**src/rtl/c8_ram.sv**
```systemverilog
// Generic single write port, single read port RAM with registered read.
module c8_ram #(
  parameter int WIDTH = 8,
  parameter int DEPTH = 256
) (
  input  logic                     clk,
  input  logic                     wr_en,
  input  logic [$clog2(DEPTH)-1:0] wr_addr,
  input  logic [WIDTH-1:0]         wr_data,
  input  logic [$clog2(DEPTH)-1:0] rd_addr,
  output logic [WIDTH-1:0]         rd_data
);

  logic [WIDTH-1:0] mem [DEPTH];

  always_ff @(posedge clk) begin
    if (wr_en) mem[wr_addr] <= wr_data;
    rd_data <= mem[rd_addr];
  end

endmodule

```
**config.mk**
```make
export PLATFORM = sky130hd
export DESIGN_NAME = c8_ram
export DESIGN_NICKNAME = d
export VERILOG_FILES = /design/src/rtl/c8_ram.sv
export SDC_FILE = /design/constraint.sdc
export NUM_CORES = 2
export LEC_CHECK = 0
export BUFFER_PORTS_ARGS = -buffer_cell sky130_fd_sc_hd__buf_2
export CAP_MARGIN = 20
export CELL_PAD_IN_SITES_DETAIL_PLACEMENT = 0
export CELL_PAD_IN_SITES_GLOBAL_PLACEMENT = 1
export CORE_ASPECT_RATIO = 1.75
export CORE_UTILIZATION = 30
export CTS_CLUSTER_SIZE = 16
export DETAILED_ROUTE_END_ITERATION = 12
export HOLD_SLACK_MARGIN = 0.03
export PLACE_DENSITY_LB_ADDON = 0.05
export RECOVER_POWER = 100
export SLEW_MARGIN = 0
export SYNTH_ARGS = -nofsm -noshare
export SYNTH_HDL_FRONTEND = slang
export SYNTH_SLANG_ARGS = --single-unit
```
**constraint.sdc**
```tcl
create_clock -name clk -period 3.3 [get_ports clk]
set_input_delay 0.66 -clock clk [delete_from_list [all_inputs] [get_ports clk]]
set_output_delay 0.66 -clock clk [all_outputs]
set_load 0.01 [all_outputs]
```
==> impl_results.md <==
* Element type at the critical path end: flop
* Largest area contributor in the netlist: edfxtp_1
* Clk pwr share at 41.5%
* Synth top cells by count: edfxtp_1, mux4_2, nor2_1
* Worst r2r path cells at 6
* Total Routed Length at 264 mm
* Post-route minimum period at around 3.2 ns
* Sw Ratio at 22.2%
* Placer Congestion at 0.787
* Starting Density at 30.2%
* Pwr Density at 585 mW/mm2
* Deepest clock path buffer count at 4
* H-tree depth at 4
* Reg-to-reg endpoint: rd_data[4]
* Die W at roughly 390 um
* Multi-input combinational cell area at 0.0165 mm2
* Die area at around 0.27 mm2
* Layout area overhead at 18.0%
* Maximum vdd drop at 0.422 mV
* Hold-critical path depth at 3
* Vias in the first global route at 43.5k
* Largest net degree at the start of global routing at 93
* Reg2reg setup slack at 0.34 ns
* All-Layer GR Usage at 19.7%
* Max Slew Vio Count at 520
* Global route overflow at 0
* Clock skew at 0.0297 ns
* Area of the core at 0.263 mm2
* Critical Path RT at 3.72 ns
* Critical Path AT at 3.66 ns
* Worst Hold Endpoint: mem[163][7]
* Combinational share of power at 5.9%
* Cell variety after synth at 55
* CTS tree: done
* Reg area at 0.0617 mm2
* Worst Hold Class: in2reg
* Detail Route Antenna Nets at 0
* Mapped Area at 0.0796 mm2
* Port Buffers at 33
* Crit Path Category: in2reg
* Most frequent cell after synthesis: edfxtp_1
* Post_cts resized at 0
* Clock tree sinks at 2,056
* Achievable Freq at between 300 and 400 MHz
* Synthesized net count at 3,759
* EDFF count, synth at 2,048
* # hold bufs at CTS at 0
* Rel. slew slack at -117%
* Drt initial violations at between 3k and 4k
* Final setup violating endpoints at 0
* Leak at 29.0 nW
* Vias per cell at 4.95
* Worst Slack Setup Final at between 0.05 and 0.06 ns
* Number of buffers created by CTS at 205
* IO Pins at 34
* Hold path startpoint: wr_addr[1]
* Sequential area share after synthesis at just under 80%
* Post-synth top area share at 77.3%
* Ratio of cells with drive above 1 in the final layout at 26.1%
* Register bit total from synthesis at 2,056
* Failing checks: capacitance limit, slew limit
* Wirelength per Cell at 32.6 um
* Final net count at 4,445
* Prevailing post-synth register cell: edfxtp_1
* Cells after Synth at 3,733
* Yosys warnings at 0
* Worst hold margin at 0.574 ns
* Root Driver: clkbuf_16
* Rows at 249
* Clk_lat worst skew at between 0.8 and 0.9 ns
* Avg Cell Area, Syn at between 20 and 25 um2
* Pre-CTS WS at -0.932 ns
* Sequential Power Share at 52.5%
* Setup bufs post-CTS at 0
* DRT Pass-1 Iters at 5
* Int Pwr at 0.0427 W
* Reg clk slew, reported paths at 0.07 ns
* Status: complete, but fails checks
* Hold Fails Final Rpt at 0
* Top post-synthesis cells by area: edfxtp_1, mux4_2, mux2i_1, nor2_1, a22oi_1
* CP max FO at 13
* Initial antenna violation count at 22
* HPWL Detailed at 182 mm
* Maxcap violations at 11
* # fillers at 24.6k
* Fin crit share at slightly below 100%
* Unrepaired setup endpoints after global routing: no
* Sw Pwr at 0.0122 W
* Setup Total Neg Slack at 0 ns
* Chip Height at 683 um
* Vias at about 40k
* First-pass GRT wire length at 363 mm
* Worst setup SP type: input pin
* Worst-Margin Slew at 3.26 ns
* DRC at 0
* Async SR Flop Fraction at 0%
* RR Startpoint: mem[136][4]
==> final cells by class <==
| type | count | area share, % |
|---|---|---|
| Timing Repair Buffer | 712 | 5.25 |
| Clock buffer | 245 | 5.69 |
| Sequential cell | 2056 | 65.7 |
| Inverter | 2 | 0.00800 |
| Clock inverter | 111 | 1.06 |
| Multi-Input combinational cell | 1442 | 17.6 |
| Tap cell | 3514 | 4.68 |
| Antenna cell | 10 | 0.0267 |
==> power groups by stage <==
stage               registers, W  logic (W)  clock network, W
floorplan                 0.0294    0.00140                 0
global placement          0.0294    0.00341                 0
detailed placement        0.0294    0.00344                 0
CTS                       0.0288    0.00345            0.0235
global route              0.0288    0.00345            0.0243
finish                    0.0289    0.00325            0.0228
==> per-layer routing <==
| metal | wire length, um | vias to the layer above | GRT usage [%] |
|---|---|---|---|
| met5 | 35 | - | 0 |
| met3 | 10600 | 297 | 2.63 |
| li1 | - | 17100 | - |
| met4 | 8210 | 6 | 5.69 |
| met1 | 95500 | 21800 | 22.0 |
| met2 | 149000 | 908 | 38.3 |
==> per-stage QoR <==
step | util [%] | total power, W | cell area (um2) | cells
global route | 35.7 | 0.0566 | 93900 | 8085
finish | 35.7 | 0.0549 | 93900 | 8092
floorplan | - | 0.0308 | 79600 | 3733
global placement | 33.8 | 0.0328 | 88900 | 7725
CTS | 36.2 | 0.0558 | 95300 | 8082
detailed placement | 33.8 | 0.0328 | 88900 | 7726
==> logic make-up (layout without fill, tap and decap cells) <==
logic type	after synthesis	in the layout	share of synthesized area (%)
flip-flops	2056	2056	77.5
multiplexers	591	591	14.6
AND/OR/NAND/NOR	466	466	2.63
AO/OA/AOI/OAI	385	385	3.42
buffers and inverters	235	1070	1.83
other	0	10	0
==> critical path, cell delays in order <==
cell and delay (ns):
buf_2 0.16, nor2b_1 0.14, buf_4 0.16, nand4_1 0.09, clkbuf_1 1.70, nor2_1 0.70
==> layout by cell type, fill, tap and decap left out, types with 22 or more instances in the layout <==
cell type  Yosys  layout
nor2b_1       31      28
clkbuf_2       0      37
nor2_1       282     279
buf_4         27     307
clkinv_1       1      40
a21oi_1       96      95
clkbuf_16      0     208
edfxtp_1    2048    2048
o22ai_1       28      27
clkbuf_1     111     320
nand3_1       34      34
o221ai_1      46      46
mux4_2       454     454
buf_12         8      58
a22oi_1      133     133
nor4_1        24      22
mux2i_1      134     134
clkinv_2       0      36
nand2_1       33      33
==> worst max-delay path by stage <==
stage	startpoint	endpoint	slack, ns
after floorplan	rd_addr[0]	rd_data[2]	0.70
after global placement	rd_addr[0]	rd_data[0]	-0.95
after detailed placement	rd_addr[0]	rd_data[0]	-0.93
after CTS	rd_addr[0]	rd_data[0]	0.001
after global routing	rd_addr[0]	rd_data[5]	0.02
final	wr_addr[2]	mem[119][3]	0.05
==> registers in the layout, indices dropped and copies added (netlist names) <==
register	count
rd_data	8
mem	2048
(Power assumes the default switching activity.)
