<file path="src/rtl/c8_pkg.sv">
// Shared types, constants and helper functions of the CHIP-8 execute unit.
package c8_pkg;

  localparam int MEM_BYTES   = 4096;
  localparam int MEM_AW      = $clog2(MEM_BYTES);
  localparam int FRAME_BYTES = 256;
  localparam int FB_AW       = $clog2(FRAME_BYTES);
  localparam int STACK_DEPTH = 16;
  localparam int STK_AW      = $clog2(STACK_DEPTH);
  localparam int SP_W        = $clog2(STACK_DEPTH + 1);
  localparam int PC_W        = 13;
  localparam int CFG_IDX_W   = 1;
  localparam int CFG_DATA_W  = 16;

  localparam logic [PC_W-1:0] START_ADDR_RST = 13'd512;
  localparam logic [15:0]     SEED_RST       = 16'd44257;
  localparam logic [15:0]     LFSR_TAPS      = 16'hB400;
  localparam int              FONT_BYTES     = 80;

  localparam logic [7:0] FONT [FONT_BYTES] = '{
    8'hF0, 8'h90, 8'h90, 8'h90, 8'hF0, 8'h20, 8'h60, 8'h20, 8'h20, 8'h70,
    8'hF0, 8'h10, 8'hF0, 8'h80, 8'hF0, 8'hF0, 8'h10, 8'hF0, 8'h10, 8'hF0,
    8'h90, 8'h90, 8'hF0, 8'h10, 8'h10, 8'hF0, 8'h80, 8'hF0, 8'h10, 8'hF0,
    8'hF0, 8'h80, 8'hF0, 8'h90, 8'hF0, 8'hF0, 8'h10, 8'h20, 8'h40, 8'h40,
    8'hF0, 8'h90, 8'hF0, 8'h90, 8'hF0, 8'hF0, 8'h90, 8'hF0, 8'h10, 8'hF0,
    8'hF0, 8'h90, 8'hF0, 8'h90, 8'h90, 8'hE0, 8'h90, 8'hE0, 8'h90, 8'hE0,
    8'hF0, 8'h80, 8'h80, 8'h80, 8'hF0, 8'hE0, 8'h90, 8'h90, 8'h90, 8'hE0,
    8'hF0, 8'h80, 8'hF0, 8'h80, 8'hF0, 8'hF0, 8'h80, 8'hF0, 8'h80, 8'h80
  };

  typedef enum logic [1:0] {
    CMD_WRITE = 2'd0,
    CMD_EXEC  = 2'd1,
    CMD_TICK  = 2'd2,
    CMD_READ  = 2'd3
  } cmd_t;

  typedef enum logic [1:0] {
    ST_OK        = 2'd0,
    ST_OVERFLOW  = 2'd1,
    ST_UNDERFLOW = 2'd2,
    ST_HALTED    = 2'd3
  } status_t;

  localparam logic [CFG_IDX_W-1:0] CFG_START_ADDRESS = 1'd0;
  localparam logic [CFG_IDX_W-1:0] CFG_RANDOM_SEED   = 1'd1;

  // instruction groups (high nibble)
  localparam logic [3:0] OP_SYS  = 4'h0;
  localparam logic [3:0] OP_JP   = 4'h1;
  localparam logic [3:0] OP_CALL = 4'h2;
  localparam logic [3:0] OP_SEI  = 4'h3;
  localparam logic [3:0] OP_SNEI = 4'h4;
  localparam logic [3:0] OP_SER  = 4'h5;
  localparam logic [3:0] OP_LDI  = 4'h6;
  localparam logic [3:0] OP_ADDI = 4'h7;
  localparam logic [3:0] OP_ALU  = 4'h8;
  localparam logic [3:0] OP_SNER = 4'h9;
  localparam logic [3:0] OP_LDIX = 4'hA;
  localparam logic [3:0] OP_JPV0 = 4'hB;
  localparam logic [3:0] OP_RND  = 4'hC;
  localparam logic [3:0] OP_DRW  = 4'hD;
  localparam logic [3:0] OP_KEY  = 4'hE;
  localparam logic [3:0] OP_MISC = 4'hF;

  localparam logic [7:0] LO_CLS  = 8'hE0;
  localparam logic [7:0] LO_RET  = 8'hEE;
  localparam logic [7:0] LO_SKP  = 8'h9E;
  localparam logic [7:0] LO_SKNP = 8'hA1;
  localparam logic [7:0] LO_GDT  = 8'h07;
  localparam logic [7:0] LO_WKEY = 8'h0A;
  localparam logic [7:0] LO_SDT  = 8'h15;
  localparam logic [7:0] LO_SST  = 8'h18;
  localparam logic [7:0] LO_ADDX = 8'h1E;
  localparam logic [7:0] LO_FONT = 8'h29;
  localparam logic [7:0] LO_BCD  = 8'h33;
  localparam logic [7:0] LO_STR  = 8'h55;
  localparam logic [7:0] LO_LDR  = 8'h65;

  // 8xyN operations
  localparam logic [3:0] ALU_MOV  = 4'h0;
  localparam logic [3:0] ALU_OR   = 4'h1;
  localparam logic [3:0] ALU_AND  = 4'h2;
  localparam logic [3:0] ALU_XOR  = 4'h3;
  localparam logic [3:0] ALU_ADD  = 4'h4;
  localparam logic [3:0] ALU_SUB  = 4'h5;
  localparam logic [3:0] ALU_SHR  = 4'h6;
  localparam logic [3:0] ALU_SUBN = 4'h7;
  localparam logic [3:0] ALU_SHL  = 4'hE;

  localparam logic [3:0] FLAG_REG = 4'hF;

  typedef struct packed {
    logic [7:0] res;
    logic       flag;
    logic       wr_x;
    logic       wr_f;
  } alu_res_t;

  typedef enum logic [4:0] {
    S_INIT, S_IDLE, S_RDFB, S_F1, S_F2, S_F3, S_F4, S_F5, S_F6, S_EXEC,
    S_WRF, S_RET, S_CLR, S_DMEM, S_DROW, S_DW1, S_DW2, S_BCD,
    S_STR_RD, S_STR_WR, S_LDR_RD, S_LDR_WR, S_FIN
  } state_t;

  function automatic logic [7:0] font_byte(logic [MEM_AW-1:0] a);
    logic [7:0] b;
    b = 8'h00;
    if (a < MEM_AW'(FONT_BYTES)) b = FONT[a[6:0]];
    return b;
  endfunction

  // decimal digit k (0 hundreds, 1 tens, 2 ones) of v
  function automatic logic [7:0] bcd_digit(logic [7:0] v, logic [1:0] k);
    logic [1:0]  h;
    logic [7:0]  r;
    logic [14:0] prod;
    logic [3:0]  t;
    logic [6:0]  u;
    logic [7:0]  d;
    h = (v >= 8'd200) ? 2'd2 : ((v >= 8'd100) ? 2'd1 : 2'd0);
    r = v - ((h == 2'd2) ? 8'd200 : ((h == 2'd1) ? 8'd100 : 8'd0));
    prod = {8'b0, r[6:0]} * 15'd205;   // r/10 for r below 100
    t = prod[14:11];
    u = r[6:0] - ({t, 3'b0} + {2'b0, t, 1'b0});
    case (k)
      2'd0:    d = {6'b0, h};
      2'd1:    d = {4'b0, t};
      default: d = {1'b0, u};
    endcase
    return d;
  endfunction

endpackage

</file>
<file path="src/rtl/c8_alu.sv">
// Register-register ALU for the 8xyN instruction group.
module c8_alu (
  input  logic [3:0]       n,
  input  logic [7:0]       a,
  input  logic [7:0]       b,
  output c8_pkg::alu_res_t r
);

  logic [8:0] sum;
  logic [8:0] dif;
  logic [8:0] difn;

  assign sum  = {1'b0, a} + {1'b0, b};
  assign dif  = {1'b0, a} - {1'b0, b};
  assign difn = {1'b0, b} - {1'b0, a};

  always_comb begin
    r = '0;
    unique case (n)
      c8_pkg::ALU_MOV: begin
        r.res  = b;
        r.wr_x = 1'b1;
      end
      c8_pkg::ALU_OR: begin
        r.res  = a | b;
        r.wr_x = 1'b1;
        r.wr_f = 1'b1;
      end
      c8_pkg::ALU_AND: begin
        r.res  = a & b;
        r.wr_x = 1'b1;
        r.wr_f = 1'b1;
      end
      c8_pkg::ALU_XOR: begin
        r.res  = a ^ b;
        r.wr_x = 1'b1;
        r.wr_f = 1'b1;
      end
      c8_pkg::ALU_ADD: begin
        r.res  = sum[7:0];
        r.flag = sum[8];
        r.wr_x = 1'b1;
        r.wr_f = 1'b1;
      end
      c8_pkg::ALU_SUB: begin
        r.res  = dif[7:0];
        r.flag = ~dif[8];
        r.wr_x = 1'b1;
        r.wr_f = 1'b1;
      end
      c8_pkg::ALU_SHR: begin
        r.res  = {1'b0, b[7:1]};
        r.flag = b[0];
        r.wr_x = 1'b1;
        r.wr_f = 1'b1;
      end
      c8_pkg::ALU_SUBN: begin
        r.res  = difn[7:0];
        r.flag = ~difn[8];
        r.wr_x = 1'b1;
        r.wr_f = 1'b1;
      end
      c8_pkg::ALU_SHL: begin
        r.res  = {b[6:0], 1'b0};
        r.flag = b[7];
        r.wr_x = 1'b1;
        r.wr_f = 1'b1;
      end
      default: r = '0;
    endcase
  end

endmodule

</file>
<file path="config.mk">
export PLATFORM = sky130hd
export DESIGN_NAME = c8_alu
export DESIGN_NICKNAME = d
export VERILOG_FILES = /design/src/rtl/c8_pkg.sv /design/src/rtl/c8_alu.sv
export SDC_FILE = /design/constraint.sdc
export NUM_CORES = 1
export LEC_CHECK = 0
export ABC_AREA = 1
export BUFFER_PORTS_ARGS = -buffer_cell sky130_fd_sc_hd__buf_2
export CORE_MARGIN = 10
export CORE_UTILIZATION = 61
export DETAILED_ROUTE_END_ITERATION = 12
export PLACE_DENSITY = 0.93
export SYNTH_ARGS = -nofsm -noshare
export SYNTH_HDL_FRONTEND = slang
export SYNTH_SLANG_ARGS = --single-unit
</file>
<file path="constraint.sdc">
create_clock -name vclk -period 1.5
set_clock_uncertainty 0.1 [all_clocks]
set_input_delay 0.075 -clock vclk [all_inputs]
set_output_delay 0.075 -clock vclk [all_outputs]
set_load 0.01 [all_outputs]
</file>
==> metrics.sh, run 1 <==
DIE_WIDTH_UM=74.6
SYNTH_LARGEST_AREA_CELL='sky130_fd_sc_hd__ha_1'
SYN_AVG_CELL_AREA_UM2=5.56
DP.CELLS=436
SYNTHCELLS=327
WORSTEPCATEGORY='primary output'
LAST-STAGE-REACHED='global routing'
INITIAL_UTILIZATION_PCT=64.8
GP_CONGESTION=1.09
SYNTH_NETS=384
DP_WORST_SETUP_SLACK_NS=-0.317
DIE_HEIGHT_UM=74.6
FIRST-ERROR='[ERROR DPL-0038] Utilization greater than 100%, impossible to legalize'
POST_SYNTH_MAIN_AREA_CONTRIBUTORS='sky130_fd_sc_hd__ha_1, sky130_fd_sc_hd__nand2_1, sky130_fd_sc_hd__inv_1'
FLOORPLAN.IO_PINS=31
BUFFER_PORTS.INSERTED=31
YOSYSSEQAREASHARE_PCT=0
POST_SYNTH_NUM_CELL_TYPES=30
CTSHOLDBUFFERS=0
MAPPEDNETLISTAREA_MM2=0.00182
DETAILED_PLACE.AREA_MM2=0.00237
GRT_WORST_SETUP_ENDPOINT='r[7]'
GRT_START_MAX_NET_PINS=8
ROW_COUNT=19
PLACE_HPWL_MM=5.90
OUTCOME='did not finish'
YS_WARN_COUNT=0
NETLIST.AREA_LEADER.SHARE_PCT=23.4
## repair_timing
item | in CTS
pin swaps | 28
buffers inserted | 3
endpoints found under the setup margin | 8
gates resized for setup | 76
## metrics by stage
step | util [%] | hold WS [ns]
after floorplan | - | 0.121
after global placement | 84.3 | 0.354
after detailed placement | 84.3 | 0.359
after CTS | 94.6 | 0.362
## kinds of logic after synthesis
family | after synthesis | synth area share [%]
and+or+nand+nor | 184 | 46.2
adders and majority gates | 37 | 26.7
buffers and inverters | 64 | 13.9
AOI/OAI and AO/OA | 42 | 13.2
## synthesized netlist by cell type
| library cell | instances |
|---|---|
| sky130_fd_sc_hd__nand2_1 | 92 |
| sky130_fd_sc_hd__inv_1 | 55 |
| sky130_fd_sc_hd__nand3_1 | 39 |
| sky130_fd_sc_hd__ha_1 | 34 |
| sky130_fd_sc_hd__nor2_1 | 21 |
| sky130_fd_sc_hd__a21oi_1 | 16 |
| sky130_fd_sc_hd__o21ai_0 | 12 |
| sky130_fd_sc_hd__nand4_1 | 8 |
| sky130_fd_sc_hd__inv_2 | 5 |
| sky130_fd_sc_hd__nor2_2 | 5 |
| sky130_fd_sc_hd__nor3_1 | 5 |
| sky130_fd_sc_hd__o22ai_1 | 5 |
| sky130_fd_sc_hd__buf_4 | 3 |
| sky130_fd_sc_hd__fa_1 | 3 |
| sky130_fd_sc_hd__nand2_2 | 3 |
| sky130_fd_sc_hd__nor2_4 | 3 |
| sky130_fd_sc_hd__o211ai_1 | 3 |
| sky130_fd_sc_hd__and2_1 | 2 |
| sky130_fd_sc_hd__o21ai_1 | 2 |
| sky130_fd_sc_hd__a211oi_1 | 1 |
| sky130_fd_sc_hd__a221oi_1 | 1 |
| sky130_fd_sc_hd__a31oi_1 | 1 |
| sky130_fd_sc_hd__and3_1 | 1 |
| sky130_fd_sc_hd__buf_2 | 1 |
| sky130_fd_sc_hd__nand2_4 | 1 |
| sky130_fd_sc_hd__nand3_2 | 1 |
| sky130_fd_sc_hd__nand3b_1 | 1 |
| sky130_fd_sc_hd__nor3b_1 | 1 |
| sky130_fd_sc_hd__o211ai_2 | 1 |
| sky130_fd_sc_hd__or2_1 | 1 |
==> run 2: changes to the inputs <==
--- a/config.mk
+++ b/config.mk
@@ -8,9 +8,9 @@
 export ABC_AREA = 1
 export BUFFER_PORTS_ARGS = -buffer_cell sky130_fd_sc_hd__buf_2
 export CORE_MARGIN = 10
-export CORE_UTILIZATION = 61
+export CORE_UTILIZATION = 40
 export DETAILED_ROUTE_END_ITERATION = 12
-export PLACE_DENSITY = 0.93
+export PLACE_DENSITY_LB_ADDON = 0.15
 export SYNTH_ARGS = -nofsm -noshare
 export SYNTH_HDL_FRONTEND = slang
 export SYNTH_SLANG_ARGS = --single-unit
==> run 2 against run 1 <==
Compared with the run above:
- the flow now finishes, with violations (setup timing)
- synthesized cell count unchanged
- area after synthesis unchanged
==> metrics.sh, run 2 <==
OUTCOME='complete, but fails checks'
FAILED_CHECKS='setup timing'
CP-END-KIND='output port'
SYNTH_SIMPLE_GATE_AREA_SHARE_PCT=46.2  # unchanged
POST-ROUTE-UTIL_PCT=71.5
SLEW_HEADROOM_PCT=78.0
SYNTH_LARGEST_AREA_CELL='sky130_fd_sc_hd__ha_1'
INITIAL_UTILIZATION_PCT=41.4  # -23 points
SYNTH_COMPOUND_AREA_SHARE_PCT=13.2  # unchanged
GRT_START_MAX_NET_PINS=8
LAYOUT_COMMONEST_CELL='sky130_fd_sc_hd__buf_4'
CRITPATHKIND='in2out'
YOSYS-MUX-AREA-FRACTION_PCT=0  # unchanged
LAYOUT.CELLS.MOST_COMMON_LIST='sky130_fd_sc_hd__buf_4, sky130_fd_sc_hd__nand2_1, sky130_fd_sc_hd__inv_1, sky130_fd_sc_hd__nand3_1, sky130_fd_sc_hd__nand2_2'
N_CLOCK_BUFFER=0
NETLIST.AREA_LEADER.SHARE_PCT=23.4  # unchanged
YS_WARN_COUNT=0  # unchanged
GLOBALROUTEOVERFLOWTOTAL=0
ROW_COUNT=24  # +5
LEAKAGEPOWER_uW=0.00163
CORE_REGION_AREA_MM2=0.00438
FIN_NETS=493
WORST_EP_REQUIRED_TIME_NS=1.32
BUF_INV_STAGES_CRIT_PATH=3
POST_DRT_WL_PER_CELL_UM=16.3
CRITICAL_PATH.MAX_STAGE_DELAY_NS=0.38
CELL_TYPES_WITH_THE_HIGHEST_COUNTS_AFTER_SYNTHESIS='sky130_fd_sc_hd__nand2_1, sky130_fd_sc_hd__inv_1, sky130_fd_sc_hd__nand3_1, sky130_fd_sc_hd__ha_1, sky130_fd_sc_hd__nor2_1'
ANTENNADIODECOUNT=0
WORST_EP_ARRIVAL_TIME_NS=1.51
MAPPEDNETLISTAREA_MM2=0.00182  # unchanged
POST_SYNTH_NUM_CELL_TYPES=30  # unchanged
SYNTH_NETS=384  # unchanged
TIGHTESTPINTRANSITION_NS=0.330
POST_SYNTH_MAIN_AREA_CONTRIBUTORS='sky130_fd_sc_hd__ha_1, sky130_fd_sc_hd__nand2_1, sky130_fd_sc_hd__inv_1'
SHARE_OF_FINAL_LAYOUT_STANDARD_CELLS_STRONGER_THAN_DRIVE_STRENGTH_1_PCT=49.8
CRIT_FANOUT=3
DETAILED_PLACE.AREA_MM2=0.00250  # +5.6%
GP_CONGESTION=0.917  # -16%
DIE_HEIGHT_UM=87.4  # +17%
DRT_ITER0_MARKERS=331
SYN_AVG_CELL_AREA_UM2=5.56  # unchanged
CLOCK.FMAX_GHz=0.592
FIRST_PASS_ITERS=5
VIA_COUNT_OF_THE_FIRST_GLOBAL_ROUTING_PASS=2425
POSTROUTEWIRELENGTH_MM=7.91
FINAL.MIN_CLOCK_PERIOD_NS=1.69
BUFFER_PORTS.INSERTED=31  # unchanged
MAXSLEWVIOLCOUNT=0
SEQCELLAREA_UM2=0
GLOBAL_ROUTE.USAGE.TOTAL_PCT=17.5
FINALHOLDVIOLATIONS=0
RSZ_0062_RAISED_AFTER_GLOBAL_ROUTING='yes'
DETAIL_ROUTE.VIAS_PER_CELL=5.54
SYN2LAYOUT_AREA_GROWTH_PCT=72.5
DRT_DRC_VIOLATIONS_LEFT=0
POST_SYNTH_XOR_AREA_FRACTION_PCT=0  # unchanged
POST-ROUTE-CELL-AREA_MM2=0.00313
PLACE_HPWL_MM=5.47  # -7.3%
FINAL-SETUP-VIOL-COUNT=6
CRIT_PATH_TOP_DELAY_CELL='sky130_fd_sc_hd__fa_2'
YOSYSSEQAREASHARE_PCT=0  # unchanged
TIMING.CRITICAL_PATH.FROM_TYPE='input pin'
SYNTHCELLS=327  # unchanged
SYNTH_TOP_FAMILY_BY_AREA='simple AND/OR/NAND/NOR gates'
FINALSETUPTNS_NS=-0.627
DIE_WIDTH_UM=87.4  # +17%
ROUTED-VIA-COUNT=2691
SETUP_SLACK_NS=-0.189
CRITICAL_PATH.TOP_DELAY_FAMILY='adder cells'
PATH_COMMON_CELL='sky130_fd_sc_hd__nor2_1'
DRT.ANTENNA.VIOLATING_NETS=0
FLOORPLAN.IO_PINS=31  # unchanged
POWER_PER_CELL_AREA_mW_PER_MM2=352
CAP_VIOL_MAX_COUNT=0
POWER.IR.VDD_WORST_mV=0.205
ANTENNA_VIOLATIONS_BEFORE_REPAIR=0
NFLOPSANDLATCHES=0
DIE-AREA_MM2=0.00764
GLOBAL_ROUTE_WIRE_LENGTH_BEFORE_REPAIR_MM=11.2
WORST_HOLD_CLASS='in2out'
SYNTH_MOST_COMMON_CELL='sky130_fd_sc_hd__nand2_1'
CRIT_CHAIN='buf_12 > inv_4 > ha_4 > fa_2 > o21ai_2 > and2_1 > nor2_1 > nor2_1 > nand3_1 > buf_2'
POST_SYNTH_FA_HA_MAJ_AREA_FRACTION_PCT=26.7  # unchanged
POST-ROUTE-PERIOD-UTIL_PCT=113
-- run 2: layer usage --
layer | vias up | global-route usage [%] | share of wire (%)
li1 | 1268 | - | -
met1 | 1211 | 23.2 | 40
met2 | 165 | 30.0 | 48
met3 | 47 | 1.31 | 8.4
met4 | 0 | 3.04 | 3.7
met5 | - | 0 | 0
-- run 2: final cells by class --
| type | count | area, um2 |
|---|---|---|
| fill | 355 | 1250 |
| inverter | 60 | 258 |
| multi-input combinational | 263 | 1930 |
| tap | 52 | 65.1 |
| timing repair buffer | 111 | 877 |
-- run 2: kinds of logic (layout without fill, tap and decap cells) --
group | after synthesis | count (layout)
AOI/OAI and AO/OA | 42 | 42
adders and majority gates | 37 | 37
buffers and inverters | 64 | 171
and+or+nand+nor | 184 | 184
-- run 2: worst paths after layout --
path,slack [ns],depth (start not counted),from,end
worst min-delay path,0.37,3,n[3],r[1]
worst max-delay path,-0.19,10,a[0],r[7]
-- run 2: report_power, final --
part           internal, uW  switching [uW]  total, uW
logic                   507             597       1100
registers                 0               0          0
clock network             0               0          0
-- run 2: metrics by stage --
step	power (uW)	setup slack [ns]	hold slack, ns	std cells
floorplan	415	0.0647	0.121	327
global placement	763	-0.253	0.349	471
detailed placement	774	-0.297	0.350	471
CTS	880	-0.125	0.352	475
global route	1180	-0.222	0.396	486
finish	1100	-0.189	0.367	486
-- run 2: what timing repair did --
action                                  4_1_cts  5_1_grt
hold buffers                                  0        0
gates resized for setup                      64       86
endpoints found under the setup margin        8        8
buffers inserted                              4       11
pin swaps                                    19       41
Power figures use the tool's default switching activity.
